## src/etg_pkg.sv

```systemverilog
`timescale 1ns / 1ps
// ----------------------------------------------------------------------------
// etg_pkg
// Shared types and codes of the eased tween generator.
// ----------------------------------------------------------------------------
package etg_pkg;

   // width of the interpolated value and of the value registers
   localparam int VALUE_BITS = 16;
   localparam int DUR_BITS   = 16;
   localparam int TIME_BITS  = 32;

   // request opcodes
   localparam logic [2:0] OP_TICK   = 3'd0;
   localparam logic [2:0] OP_PLAY   = 3'd1;
   localparam logic [2:0] OP_STOP   = 3'd2;
   localparam logic [2:0] OP_PAUSE  = 3'd3;
   localparam logic [2:0] OP_RESUME = 3'd4;

   // run states
   localparam logic [1:0] PH_IDLE  = 2'd0;
   localparam logic [1:0] PH_PLAY  = 2'd1;
   localparam logic [1:0] PH_PAUSE = 2'd2;

   // easing curves
   localparam logic [2:0] EASE_LINEAR = 3'd0;
   localparam logic [2:0] EASE_IN     = 3'd1;
   localparam logic [2:0] EASE_OUT    = 3'd2;
   localparam logic [2:0] EASE_BOTH   = 3'd3;
   localparam logic [2:0] EASE_CONST  = 3'd4;

   // tween modes
   localparam logic [1:0] MODE_ONCE     = 2'd0;
   localparam logic [1:0] MODE_REV_ONCE = 2'd1;
   localparam logic [1:0] MODE_LOOP     = 2'd2;
   localparam logic [1:0] MODE_FLIP     = 2'd3;

   // register indexes
   localparam logic [2:0] CSR_VALUE_START = 3'd0;
   localparam logic [2:0] CSR_VALUE_END   = 3'd1;
   localparam logic [2:0] CSR_DURATION    = 3'd2;
   localparam logic [2:0] CSR_EASING      = 3'd3;
   localparam logic [2:0] CSR_MODE        = 3'd4;

   localparam logic [DUR_BITS-1:0] DURATION_RESET = 16'd1000;

   typedef struct packed {
      logic [2:0]           opcode;
      logic [TIME_BITS-1:0] now_ms;
   } req_payload_type;

   typedef struct packed {
      logic signed [VALUE_BITS-1:0] current_value;
      logic [1:0]                   run_state;
      logic                         finished;
      logic                         reversed;
   } rsp_payload_type;

   // command to the progress divider
   typedef struct packed {
      logic                start;
      logic [DUR_BITS-1:0] dividend;
      logic [DUR_BITS-1:0] divisor;
   } div_cmd_type;

endpackage

```

## src/etg_divider.sv

```systemverilog
`timescale 1ns / 1ps
// ----------------------------------------------------------------------------
// etg_divider
// Restoring divider, one quotient bit per cycle: (dividend << FRAC_BITS) /
// divisor for dividend <= divisor, quotient in FRAC_BITS + 1 bits.
// ----------------------------------------------------------------------------
module etg_divider #(
   parameter int FRAC_BITS = 16
) (
   input  logic                 clock,
   input  logic                 reset,
   input  etg_pkg::div_cmd_type cmd,
   output logic                 done,
   output logic [FRAC_BITS:0]   quotient
);
   import etg_pkg::*;

   localparam int CNT_BITS = $clog2(FRAC_BITS + 1);

   logic                  busy_ff;
   logic                  done_ff;
   logic [CNT_BITS-1:0]   cnt_ff;
   logic [DUR_BITS:0]     rem_ff;
   logic [DUR_BITS:0]     rem_in;
   logic [DUR_BITS-1:0]   divisor_ff;
   logic [FRAC_BITS:0]    quo_ff;
   logic                  ge;

   // trial subtract of the divisor from the partial remainder
   always_comb begin
      ge     = rem_ff >= {1'b0, divisor_ff};
      rem_in = ge ? (rem_ff - {1'b0, divisor_ff}) : rem_ff;
   end

   always_ff @(posedge clock) begin
      if (reset) begin
         busy_ff <= 1'b0;
         done_ff <= 1'b0;
      end else begin
         done_ff <= 1'b0;
         if (cmd.start) begin
            busy_ff <= 1'b1;
         end else if (busy_ff && cnt_ff == '0) begin
            busy_ff <= 1'b0;
            done_ff <= 1'b1;
         end
      end
   end

   // datapath: remainder shifts left, quotient bits shift in from the right
   always_ff @(posedge clock) begin
      if (cmd.start) begin
         rem_ff     <= {1'b0, cmd.dividend};
         divisor_ff <= cmd.divisor;
         cnt_ff     <= CNT_BITS'(FRAC_BITS);
         quo_ff     <= '0;
      end else if (busy_ff) begin
         rem_ff <= {rem_in[DUR_BITS-1:0], 1'b0};
         quo_ff <= {quo_ff[FRAC_BITS-1:0], ge};
         cnt_ff <= cnt_ff - 1'b1;
      end
   end

   assign done     = done_ff;
   assign quotient = quo_ff;

endmodule

```

## src/etg_mul.sv

```systemverilog
`timescale 1ns / 1ps
// ----------------------------------------------------------------------------
// etg_mul
// Shared signed multiplier with a registered product, used for the easing
// square and for the interpolation product.
// ----------------------------------------------------------------------------
module etg_mul #(
   parameter int WIDTH = 18
) (
   input  logic                      clock,
   input  logic                      en,
   input  logic signed [WIDTH-1:0]   a,
   input  logic signed [WIDTH-1:0]   b,
   output logic signed [2*WIDTH-1:0] product
);
   import etg_pkg::*;

   logic signed [2*WIDTH-1:0] product_ff;

   // product register loads only when the sequencer issues an operation
   always_ff @(posedge clock) begin
      if (en) begin
         product_ff <= a * b;
      end
   end

   assign product = product_ff;

endmodule

```

## src/eased_tween_generator_top.sv

```systemverilog
`timescale 1ns / 1ps
// ----------------------------------------------------------------------------
// eased_tween_generator_top
// Tween generator: progress from elapsed time, easing curve, interpolation.
// ----------------------------------------------------------------------------
// Usage:
//   Requests (opcode, now_ms) enter on req_valid/req_ready; one response
//   (current_value, run_state, finished, reversed) leaves per request on
//   rsp_valid/rsp_ready. Registers are written on csr_we with csr_addr and
//   csr_wdata; the user must write them only while the block is idle, as
//   the block does not enforce it. One request is worked on at a time;
//   req_ready is low while it runs. A tick while playing and inside the
//   pass runs the restoring divider, one progress bit per cycle, then the
//   shared multiplier twice (easing square, interpolation). A tick past
//   the pass end that keeps playing, or a tick with zero duration, skips
//   the divider; every other request goes straight to the response register.
//   req_ready returns as rsp_valid rises, once the response is loaded, so
//   the next request is accepted only after the previous response has
//   entered the output register.
//   The response sits in an output register; if the receiver stalls, the
//   next finished response waits until the register is taken.
//   Synchronous reset returns the block to idle with registers at defaults.
// ----------------------------------------------------------------------------
module eased_tween_generator_top #(
   parameter int FRAC_BITS = 16
) (
   input  logic                     clock,
   input  logic                     reset,
   input  logic                     req_valid,
   output logic                     req_ready,
   input  etg_pkg::req_payload_type req_payload,
   output logic                     rsp_valid,
   input  logic                     rsp_ready,
   output etg_pkg::rsp_payload_type rsp_payload,
   input  logic                     csr_we,
   input  logic [2:0]               csr_addr,
   input  logic [15:0]              csr_wdata
);
   import etg_pkg::*;

   localparam int MW = (FRAC_BITS + 2 > VALUE_BITS + 2) ? FRAC_BITS + 2 : VALUE_BITS + 2;
   localparam int PW = 2 * MW;
   localparam logic [FRAC_BITS:0] ONE_Q  = {1'b1, {FRAC_BITS{1'b0}}};
   localparam logic [FRAC_BITS:0] HALF_Q = ONE_Q >> 1;

   typedef enum logic [2:0] {
      S_IDLE, S_DIV, S_SQ, S_EASE, S_LERP, S_SUM, S_DONE
   } state_type;

   state_type state_ff;

   // registers
   logic signed [VALUE_BITS-1:0] start_ff;
   logic signed [VALUE_BITS-1:0] end_ff;
   logic [DUR_BITS-1:0]          dur_ff;
   logic [2:0]                   easing_ff;
   logic [1:0]                   mode_ff;

   // tween state
   logic [1:0]                   phase_ff;
   logic                         flip_ff;
   logic [TIME_BITS-1:0]         pass_start_ff;
   logic [TIME_BITS-1:0]         pause_time_ff;
   logic signed [VALUE_BITS-1:0] held_ff;
   logic                         fin_ff;

   // datapath
   logic [FRAC_BITS:0]           p_ff;
   logic [FRAC_BITS:0]           e_ff;
   logic                         rsp_valid_ff;
   rsp_payload_type              rsp_payload_ff;

   logic                         accept;
   logic [TIME_BITS-1:0]         elapsed;
   logic                         over;
   logic                         tick_play;
   logic                         tick_fin;
   state_type                    accept_state;
   div_cmd_type                  div_cmd;
   logic                         div_done;
   logic [FRAC_BITS:0]           div_quo;
   logic [FRAC_BITS:0]           p_mir;
   logic [FRAC_BITS:0]           q_mir;
   logic                         use_q;
   logic [FRAC_BITS:0]           sq_hi;
   logic [FRAC_BITS:0]           sq_lo;
   logic [FRAC_BITS:0]           eased;
   logic signed [VALUE_BITS:0]   delta;
   logic                         mul_en;
   logic signed [MW-1:0]         mul_a;
   logic signed [MW-1:0]         mul_b;
   logic signed [PW-1:0]         mul_p;
   logic signed [PW-1:0]         rnd;
   logic                         out_free;
   logic                         rsp_load;

   assign req_ready = (state_ff == S_IDLE);
   assign accept    = req_valid && req_ready;
   assign out_free  = !rsp_valid_ff || rsp_ready;
   assign rsp_load  = (state_ff == S_DONE) && out_free;

   // elapsed time of the pass, wrapping
   assign elapsed = req_payload.now_ms - pass_start_ff;
   assign over    = elapsed > {{(TIME_BITS-DUR_BITS){1'b0}}, dur_ff};

   // where an accepted request goes first
   always_comb begin
      tick_play = (req_payload.opcode == OP_TICK) && (phase_ff == PH_PLAY);
      tick_fin  = tick_play && over && (mode_ff == MODE_ONCE || mode_ff == MODE_REV_ONCE);
      if (!tick_play || tick_fin) begin
         accept_state = S_DONE;
      end else if (over || dur_ff == '0) begin
         accept_state = S_SQ;
      end else begin
         accept_state = S_DIV;
      end
   end

   // divider launch for an in-pass tick with nonzero duration
   always_comb begin
      div_cmd.start    = accept && req_payload.opcode == OP_TICK && phase_ff == PH_PLAY
                         && !over && dur_ff != '0;
      div_cmd.dividend = elapsed[DUR_BITS-1:0];
      div_cmd.divisor  = dur_ff;
   end

   etg_divider #(.FRAC_BITS(FRAC_BITS)) u_div (
      .clock    (clock),
      .reset    (reset),
      .cmd      (div_cmd),
      .done     (div_done),
      .quotient (div_quo)
   );

   // mirroring by direction flag and by reverse-once mode
   always_comb begin
      p_mir = p_ff;
      if (flip_ff) begin
         p_mir = ONE_Q - p_mir;
      end
      if (mode_ff == MODE_REV_ONCE) begin
         p_mir = ONE_Q - p_mir;
      end
      q_mir = ONE_Q - p_mir;
      use_q = (easing_ff == EASE_OUT) || (easing_ff == EASE_BOTH && p_mir >= HALF_Q);
   end

   // easing from the squared term
   assign sq_hi = mul_p[2*FRAC_BITS:FRAC_BITS];
   assign sq_lo = mul_p[2*FRAC_BITS-1:FRAC_BITS-1];

   always_comb begin
      case (easing_ff)
         EASE_IN:    eased = sq_hi;
         EASE_OUT:   eased = ONE_Q - sq_hi;
         EASE_BOTH:  eased = (p_ff < HALF_Q) ? sq_lo : (ONE_Q - sq_lo);
         EASE_CONST: eased = '0;
         default:    eased = p_ff;
      endcase
   end

   assign delta = {end_ff[VALUE_BITS-1], end_ff} - {start_ff[VALUE_BITS-1], start_ff};

   // operand select for the shared multiplier
   always_comb begin
      mul_en = 1'b0;
      mul_a  = '0;
      mul_b  = '0;
      if (state_ff == S_SQ) begin
         mul_en = 1'b1;
         mul_a  = {{(MW-FRAC_BITS-1){1'b0}}, (use_q ? q_mir : p_mir)};
         mul_b  = {{(MW-FRAC_BITS-1){1'b0}}, (use_q ? q_mir : p_mir)};
      end else if (state_ff == S_LERP) begin
         mul_en = 1'b1;
         mul_a  = {{(MW-FRAC_BITS-1){1'b0}}, e_ff};
         mul_b  = {{(MW-VALUE_BITS-1){delta[VALUE_BITS]}}, delta};
      end
   end

   etg_mul #(.WIDTH(MW)) u_mul (
      .clock   (clock),
      .en      (mul_en),
      .a       (mul_a),
      .b       (mul_b),
      .product (mul_p)
   );

   // round half up before the fraction is dropped
   assign rnd = mul_p + PW'(HALF_Q);

   // register writes
   always_ff @(posedge clock) begin
      if (reset) begin
         start_ff  <= '0;
         end_ff    <= '0;
         dur_ff    <= DURATION_RESET;
         easing_ff <= EASE_LINEAR;
         mode_ff   <= MODE_ONCE;
      end else if (csr_we) begin
         unique case (csr_addr)
            CSR_VALUE_START: start_ff  <= csr_wdata;
            CSR_VALUE_END:   end_ff    <= csr_wdata;
            CSR_DURATION:    dur_ff    <= csr_wdata;
            CSR_EASING:      easing_ff <= csr_wdata[2:0];
            CSR_MODE:        mode_ff   <= csr_wdata[1:0];
            default: ;
         endcase
      end
   end

   // sequencer, tween state and response register
   always_ff @(posedge clock) begin
      if (reset) begin
         state_ff      <= S_IDLE;
         phase_ff      <= PH_IDLE;
         flip_ff       <= 1'b0;
         pass_start_ff <= '0;
         pause_time_ff <= '0;
         held_ff       <= '0;
         fin_ff        <= 1'b0;
         rsp_valid_ff  <= 1'b0;
      end else begin
         if (rsp_valid_ff && rsp_ready && !rsp_load) begin
            rsp_valid_ff <= 1'b0;
         end
         unique case (state_ff)
            S_IDLE: begin
               if (accept) begin
                  fin_ff   <= tick_fin;
                  state_ff <= accept_state;
                  unique case (req_payload.opcode)
                     OP_TICK: begin
                        if (phase_ff == PH_PLAY) begin
                           if (over) begin
                              p_ff <= '0;
                              if (mode_ff == MODE_LOOP) begin
                                 pass_start_ff <= req_payload.now_ms;
                              end else if (mode_ff == MODE_FLIP) begin
                                 pass_start_ff <= req_payload.now_ms;
                                 flip_ff       <= !flip_ff;
                              end else begin
                                 held_ff  <= (mode_ff == MODE_REV_ONCE) ? start_ff : end_ff;
                                 phase_ff <= PH_IDLE;
                              end
                           end else if (dur_ff == '0) begin
                              p_ff <= ONE_Q;
                           end
                        end
                     end
                     OP_PLAY: begin
                        pass_start_ff <= req_payload.now_ms;
                        phase_ff      <= PH_PLAY;
                        flip_ff       <= 1'b0;
                     end
                     OP_STOP: begin
                        phase_ff <= PH_IDLE;
                     end
                     OP_PAUSE: begin
                        if (phase_ff == PH_PLAY) begin
                           pause_time_ff <= req_payload.now_ms;
                           phase_ff      <= PH_PAUSE;
                        end
                     end
                     OP_RESUME: begin
                        if (phase_ff == PH_PAUSE) begin
                           phase_ff      <= PH_PLAY;
                           pass_start_ff <= pass_start_ff + (req_payload.now_ms - pause_time_ff);
                        end
                     end
                     default: ;
                  endcase
               end
            end
            S_DIV: begin
               if (div_done) begin
                  p_ff     <= div_quo;
                  state_ff <= S_SQ;
               end
            end
            S_SQ: begin
               p_ff     <= p_mir;
               state_ff <= S_EASE;
            end
            S_EASE: begin
               e_ff     <= eased;
               state_ff <= S_LERP;
            end
            S_LERP: begin
               state_ff <= S_SUM;
            end
            S_SUM: begin
               held_ff  <= start_ff + rnd[FRAC_BITS+VALUE_BITS-1:FRAC_BITS];
               state_ff <= S_DONE;
            end
            S_DONE: begin
               if (out_free) begin
                  rsp_valid_ff                 <= 1'b1;
                  rsp_payload_ff.current_value <= held_ff;
                  rsp_payload_ff.run_state     <= phase_ff;
                  rsp_payload_ff.finished      <= fin_ff;
                  rsp_payload_ff.reversed      <= flip_ff;
                  state_ff                     <= S_IDLE;
               end
            end
            default: state_ff <= S_IDLE;
         endcase
      end
   end

   assign rsp_valid   = rsp_valid_ff;
   assign rsp_payload = rsp_payload_ff;

endmodule

```

## config.mk

```make
export PLATFORM = sky130hd
export DESIGN_NAME = eased_tween_generator_top
export DESIGN_NICKNAME = d
export VERILOG_FILES = /design/src/etg_pkg.sv /design/src/etg_divider.sv /design/src/etg_mul.sv /design/src/eased_tween_generator_top.sv
export SDC_FILE = /design/constraint.sdc
export NUM_CORES = 2
export LEC_CHECK = 0
export BUFFER_PORTS_ARGS = -buffer_cell sky130_fd_sc_hd__clkbuf_2
export CORE_ASPECT_RATIO = 0.9
export CORE_UTILIZATION = 50
export DETAILED_ROUTE_END_ITERATION = 16
export PLACE_DENSITY = 0.71
export SLEW_MARGIN = 0
export SYNTH_ARGS = -nofsm -noshare
export SYNTH_HDL_FRONTEND = slang
export SYNTH_HIERARCHICAL = 1
export SYNTH_SLANG_ARGS = --single-unit
export TNS_END_PERCENT = 50
```

## constraint.sdc

```tcl
create_clock -name clock -period 14.2 [get_ports clock]
set_clock_uncertainty 0.15 [all_clocks]
set_input_delay 0.71 -clock clock [delete_from_list [all_inputs] [get_ports clock]]
set_output_delay 0.71 -clock clock [all_outputs]
set_load 0.005 [all_outputs]
```

# Yosys cells after proc, flatten, opt, wreduce, memory -nomap -nowiden
# Cells that the tools add are included.
totals:
  regBits: 285
  wordCells: 198
  output_inout_bits: 22
  inputBits: 59
op_classes:
  eq_ne: 40
  n_addsub: 13
  order_cmp: 4
  mul: 1
  muxes: 59
  n_bitwise: 1
  reduce_logical: 53
ops:
  columns: ["operator", "count"]
  rows:
  - ["2-to-1 mux 17 bit", 12]
  - ["2-to-1 mux 16 bit", 10]
  - ["2-to-1 mux 32 bit", 5]
  - ["case mux 32 bit (3 select lines)", 1]
  - ["subtractor 17 bit (first input constant)", 5]
  - ["case mux 17 bit (4 select lines)", 1]
  - ["subtractor 32 bit", 2]
  - ["case mux 17 bit (3 select lines)", 1]
  - ["2-to-1 mux 18 bit", 2]
  - ["multiplier 18 x 18 -> 33 bit", 1]
  - ["adder 32 x 16 -> 32 bit (second input constant)", 1]
  - ["adder 32 bit", 1]
  - ["> comparator 32 x 16 -> 1 bit", 1]
  - ["case mux 16 bit (2 select lines)", 1]
  - ["AND reduction 7 bit", 4]
  - ["== test 3 x 2 -> 1 bit (second input constant)", 8]
  - ["case mux 3 bit (7 select lines)", 1]
  - ["== test 3 bit (second input constant)", 6]
  - ["!= test 2 bit (second input constant)", 9]
  - ["greater-or-equal comparator 17 x 16 -> 1 bit", 1]
  - ["greater-or-equal comparator 17 x 16 -> 1 bit (second input constant)", 1]
  - ["< comparator 17 x 16 -> 1 bit (second input constant)", 1]
  - ["subtractor 16 x 16 -> 17 bit", 1]
  - ["adder 16 bit", 1]
  - ["29 further kinds", 94]

# Longest topological paths before layout
depth:
  depth_word: 10
  mapped_depth: 39
  ltp_nobuf: 35

# Cells and area by module
# The synthesis kept the hierarchy.
by_module_without_submodules:
  columns: ["module", "seq_area_each_um2", "cells_per_inst", "area_per_inst_um2", "instances"]
  rows:
  - ["eased_tween_generator_top", 4444.3, 2311, 17599.4, 1]
  - ["etg_mul", 1081.0, 1372, 13196.4, 1]
  - ["etg_divider", 1461.4, 300, 3071.7, 1]

# Worst setup path before layout
# OpenSTA, ideal clock, no wires.
synth_timing:
  path_kind: "register -> register"
  startpoint: "register p_ff[0]"
  endpoint: "register, netlist name u_mul/product[33]"
  synth_period_minus_slack_ns: 9.561
  setup_ns: 0.135
  t_required_ns: 13.915
  arrival_ns: 9.276
  setup_slack_ns: 4.639
  n_path_buf: 4
  stages_incl_launch_ff: 36
  path_cell_list: "edfxtp_1 > clkbuf_1 > inv_1 > ha_1 > nor4b_1 > nand2_1 > a211oi_1 > o2111ai_1 > or2_1 > o21ai_2 > xor2_2 > o21ai_2 > buf_6 > a41oi_2 > mux2i_1 > o21bai_1 > clkbuf_1 > clkbuf_1 > nand2_1 > fa_1 > inv_1 > fa_1 > fa_1 > fa_1 > fa_1 > inv_1 > fa_1 > inv_1 > ha_1 > a2111oi_2 > o21ai_1 > a221o_1 > a221o_1 > a21o_1 > or4b_1 > nand3_1"
synth_lines:
  columns: ["item", "line", "source"]
  rows:
  - ["from (decl)", "eased_tween_generator_top.sv:68", "logic [FRAC_BITS:0] p_ff;"]
  - ["from (signal assigned)", "eased_tween_generator_top.sv:276", "p_ff <= div_quo;"]
  - ["from (signal assigned)", "eased_tween_generator_top.sv:281", "p_ff <= p_mir;"]

# Worst setup path after layout
layout_timing:
  startpoint: "register p_ff[0]"
  endpoint: "register u_mul.product_ff[32], in the netlist u_mul/product[32], data pin"
layout_via:
  elab_chain_len: 10
  word_cells_on_any_way: 12
layout_rtl:
  columns: ["item", "line", "source"]
  rows:
  - ["subtractor 17 bit", "eased_tween_generator_top.sv:139", "p_mir = ONE_Q - p_mir;"]
  - ["2-to-1 mux 17 bit (*)", "eased_tween_generator_top.sv:138", "if (flip_ff) begin"]
  - ["subtractor 17 bit", "eased_tween_generator_top.sv:142", "p_mir = ONE_Q - p_mir;"]
  - ["2-to-1 mux 17 bit (*)", "eased_tween_generator_top.sv:141", "if (mode_ff == MODE_REV_ONCE) begin"]
  - ["greater-or-equal comparator 17 x 16 -> 1 bit", "eased_tween_generator_top.sv:145", "use_q = (easing_ff == EASE_OUT) || (easing_ff == EASE_BOTH && p_mir >= HALF_Q);"]
  - ["logical AND 1 bit", "eased_tween_generator_top.sv:145", null]
  - ["logical OR 1 bit", "eased_tween_generator_top.sv:145", null]
  - ["2-to-1 mux 17 bit (*)", "eased_tween_generator_top.sv:171", "mul_a = {{(MW-FRAC_BITS-1){1'b0}}, (use_q ? q_mir : p_mir)};"]
  - ["2-to-1 mux 17 bit (*)", "eased_tween_generator_top.sv:169", "if (state_ff == S_SQ) begin"]
  - ["via mul_a[6]", "eased_tween_generator_top.sv:90", "logic signed [MW-1:0] mul_a;"]
  - ["multiplier 18 x 18 -> 33 bit (*)", "etg_mul.sv:23", "product_ff <= a * b;"]
  - ["to (signal assigned)", "etg_mul.sv:23", null]
  - ["to (decl)", "etg_mul.sv:18", "logic signed [2*WIDTH-1:0] product_ff;"]
# Mark *: on every way through the listed nets, which the timed path passes. The rest lies on a longest branch.
# A chain may end at the register's enable or synchronous reset.

==> metrics.yaml <==
vias: 27270
cts-resized-gates: 0
finalNetCount: 4461
critPathBufInv: 6
critical-path-slowest-cell: "o21ai_2"
holdBufCountCts: 0
dp_hpwl_um: 69720
floorplan.rows: 88
remaining_drc_errors: 0
power.static_leakage_nw: 15.30
die_area_um2: 66090
placedInstanceArea_um2: 33600
outcome: "complete, no violations"
first_iter_violations: 2715
power.density_cell_area_nw_per_um2: 161.5
final_setup_violating_endpoints: 0
relSlewSlack_pct: 12.59
postLayoutSetupSlackWorst_ps: 3153
gr-total-overflow: 0
cp_data_arrival_time_ps: 11220
cts-root-to-sink-buffers: 3
synth.yosys.warnings: 6
global_route.usage.total_pct: 27.80
startpoint_type: "flop"
stdcell_area_um2: 34720
timing_hold_violations_final: 0
fin_crit_ps: 11050
cts_tree: "built"
mappedNetlistArea_um2: 32530
vdd_drop_max_uv: 194.8
max_slew.worst_pin.slew_ps: 1304
drt_first_pass_iters: 6
synthesis.area_per_instance_um2: 8.413
syn2layout_area_growth_pct: 6.707
clk_root_buffer_cell: "clkbuf_16"
pre_cts_slack_ps: 3549
insertion_delay_ps: 600
grt_start_max_net_pins: 82
worstHoldPathType: "in -> reg"
period_share_pct: 77.80
postSynthCellCount: 3867
stdcell_count: 4712
timing_max_transition_violations_final: 0
grt_pass1_wl_um: 146600
die_w_um: 270.9
cp_peak_stage_delay_ps: 930
worstSetupEndpointType: "flop"
grt_setup_unrepaired: "false"
critical_path.max_fanout: 19
initial_util_pct: 50.68
post_drt_wl_per_cell_um: 19.46
routed-wl-met2_um: 39660
numPortBuffers: 80
grt_pass1_vias: 26330
drive_gt1_share_pct: 6.824
tns_ps: 0
worstSetupPathType: "reg -> reg"
path_clk_slew_ps: 70
top_signal_layer_used: "met4"
wl_met1_um: 42560
initial_antenna_violation_count: 1
post_cts_buffers: 0
floorplan.io_pins: 81
place.detailed.instances: 4653
die_y_um: 244.0
wirelength_um: 91670
drv_cap: 0
synthesis.nets: 4498
drt.antenna.violating_nets: 0
routabilityCongestion: 0.9992
cpLargestDelayFamily: "adder cells"
hold-worst-slack_ps: 219.4
met3WireLength_um: 7147
cts-htree-levels: 1
cts-buffers-inserted: 30
tritoncts_num_sinks: 270
drt-vias-per-instance: 5.786
crit_required_ps: 14370
placeableCoreArea_um2: 64190
filler_cell_count: 6004
maxClockFrequency_mhz: 90.52
-- metal layers --
| layer | up-vias | global-route usage [%] |
|---|---|---|
| met5 | - | 0 |
| met4 | 0 | 7.577 |
| met3 | 131 | 3.388 |
| met2 | 1059 | 41.63 |
| met1 | 13310 | 42.01 |
| li1 | 12770 | - |
-- final timing paths --
kind / end / startpoint / slack, ps / depth (start not counted)
max reg2reg: u_mul/product[32] / p_ff[0] / 3150 / 33
min reg2reg: rsp_payload[17] / held_ff[13] / 290 / 0
min: dur_ff[11] / csr_wdata[11] / 220 / 3
max: u_mul/product[32] / p_ff[0] / 3150 / 33
-- cells in the final DEF (no fill, tap or decap), drive strengths merged, types with 8 or more instances in the layout --
cell    count
buf        45
mux2i      51
a221o       8
nand3      50
o22ai      30
and2      178
nor3       79
nor2b      31
xnor2     120
nand2b     32
ha        222
clkbuf    119
a21oi     267
a31oi      26
o21ai     126
nand2     521
o211ai     56
or3        26
o21a       22
nor4       20
fa        350
inv       574
dfxtp     166
nand3b     11
or2        16
a211oi     41
a311oi     14
o31ai      14
edfxtp    104
a21o       52
nand4      31
a22o       11
o21bai     22
xor2       74
nor2      189
and3       21
-- state kept, by name (all words and copies together), names as in the netlist, 17 cells and up --
name	flops
pass_start_ff	32
pause_time_ff	32
rsp_payload	20
u_mul/product	18
e_ff	17
p_ff	17
u_div/quotient	17
u_div/rem_ff	17
-- cell type report --
cell class                      instances  area, um^2  area share (%)
Multi-Input combinational cell       2837       23220           66.89
Clock inverter                         16       183.9          0.5298
Tap cell                              855        1070           3.082
Clock buffer                           40       925.9           2.667
Sequential cell                       270        6446           18.57
Timing Repair Buffer                  124       733.2           2.112
Antenna cell                            3       7.507         0.02162
Inverter                              567        2128           6.131
-- per-stage QoR --
step / total power (W) / utilization [%]
2_1_floorplan: 0.003732 / -
3_3_place_gp: 0.004623 / 52.34
3_5_place_dp: 0.004681 / 52.34
4_1_cts: 0.005585 / 54.07
5_1_grt: 0.006112 / 54.07
6_report: 0.005608 / 54.08
-- where the power goes --
part	switching, W	internal [W]
clock	0.000357	0.000518
sequential	0.000145	0.000971
combinational	0.00222	0.00139
-- worst min-delay path, delay by kind of cell --
kind                   cells  cell delay, ps
AO/OA/AOI/OAI              1              50
AND/OR/NAND/NOR            1              50
buffers and inverters      1             100
No activity file was read; power rests on OpenSTA's default activity.
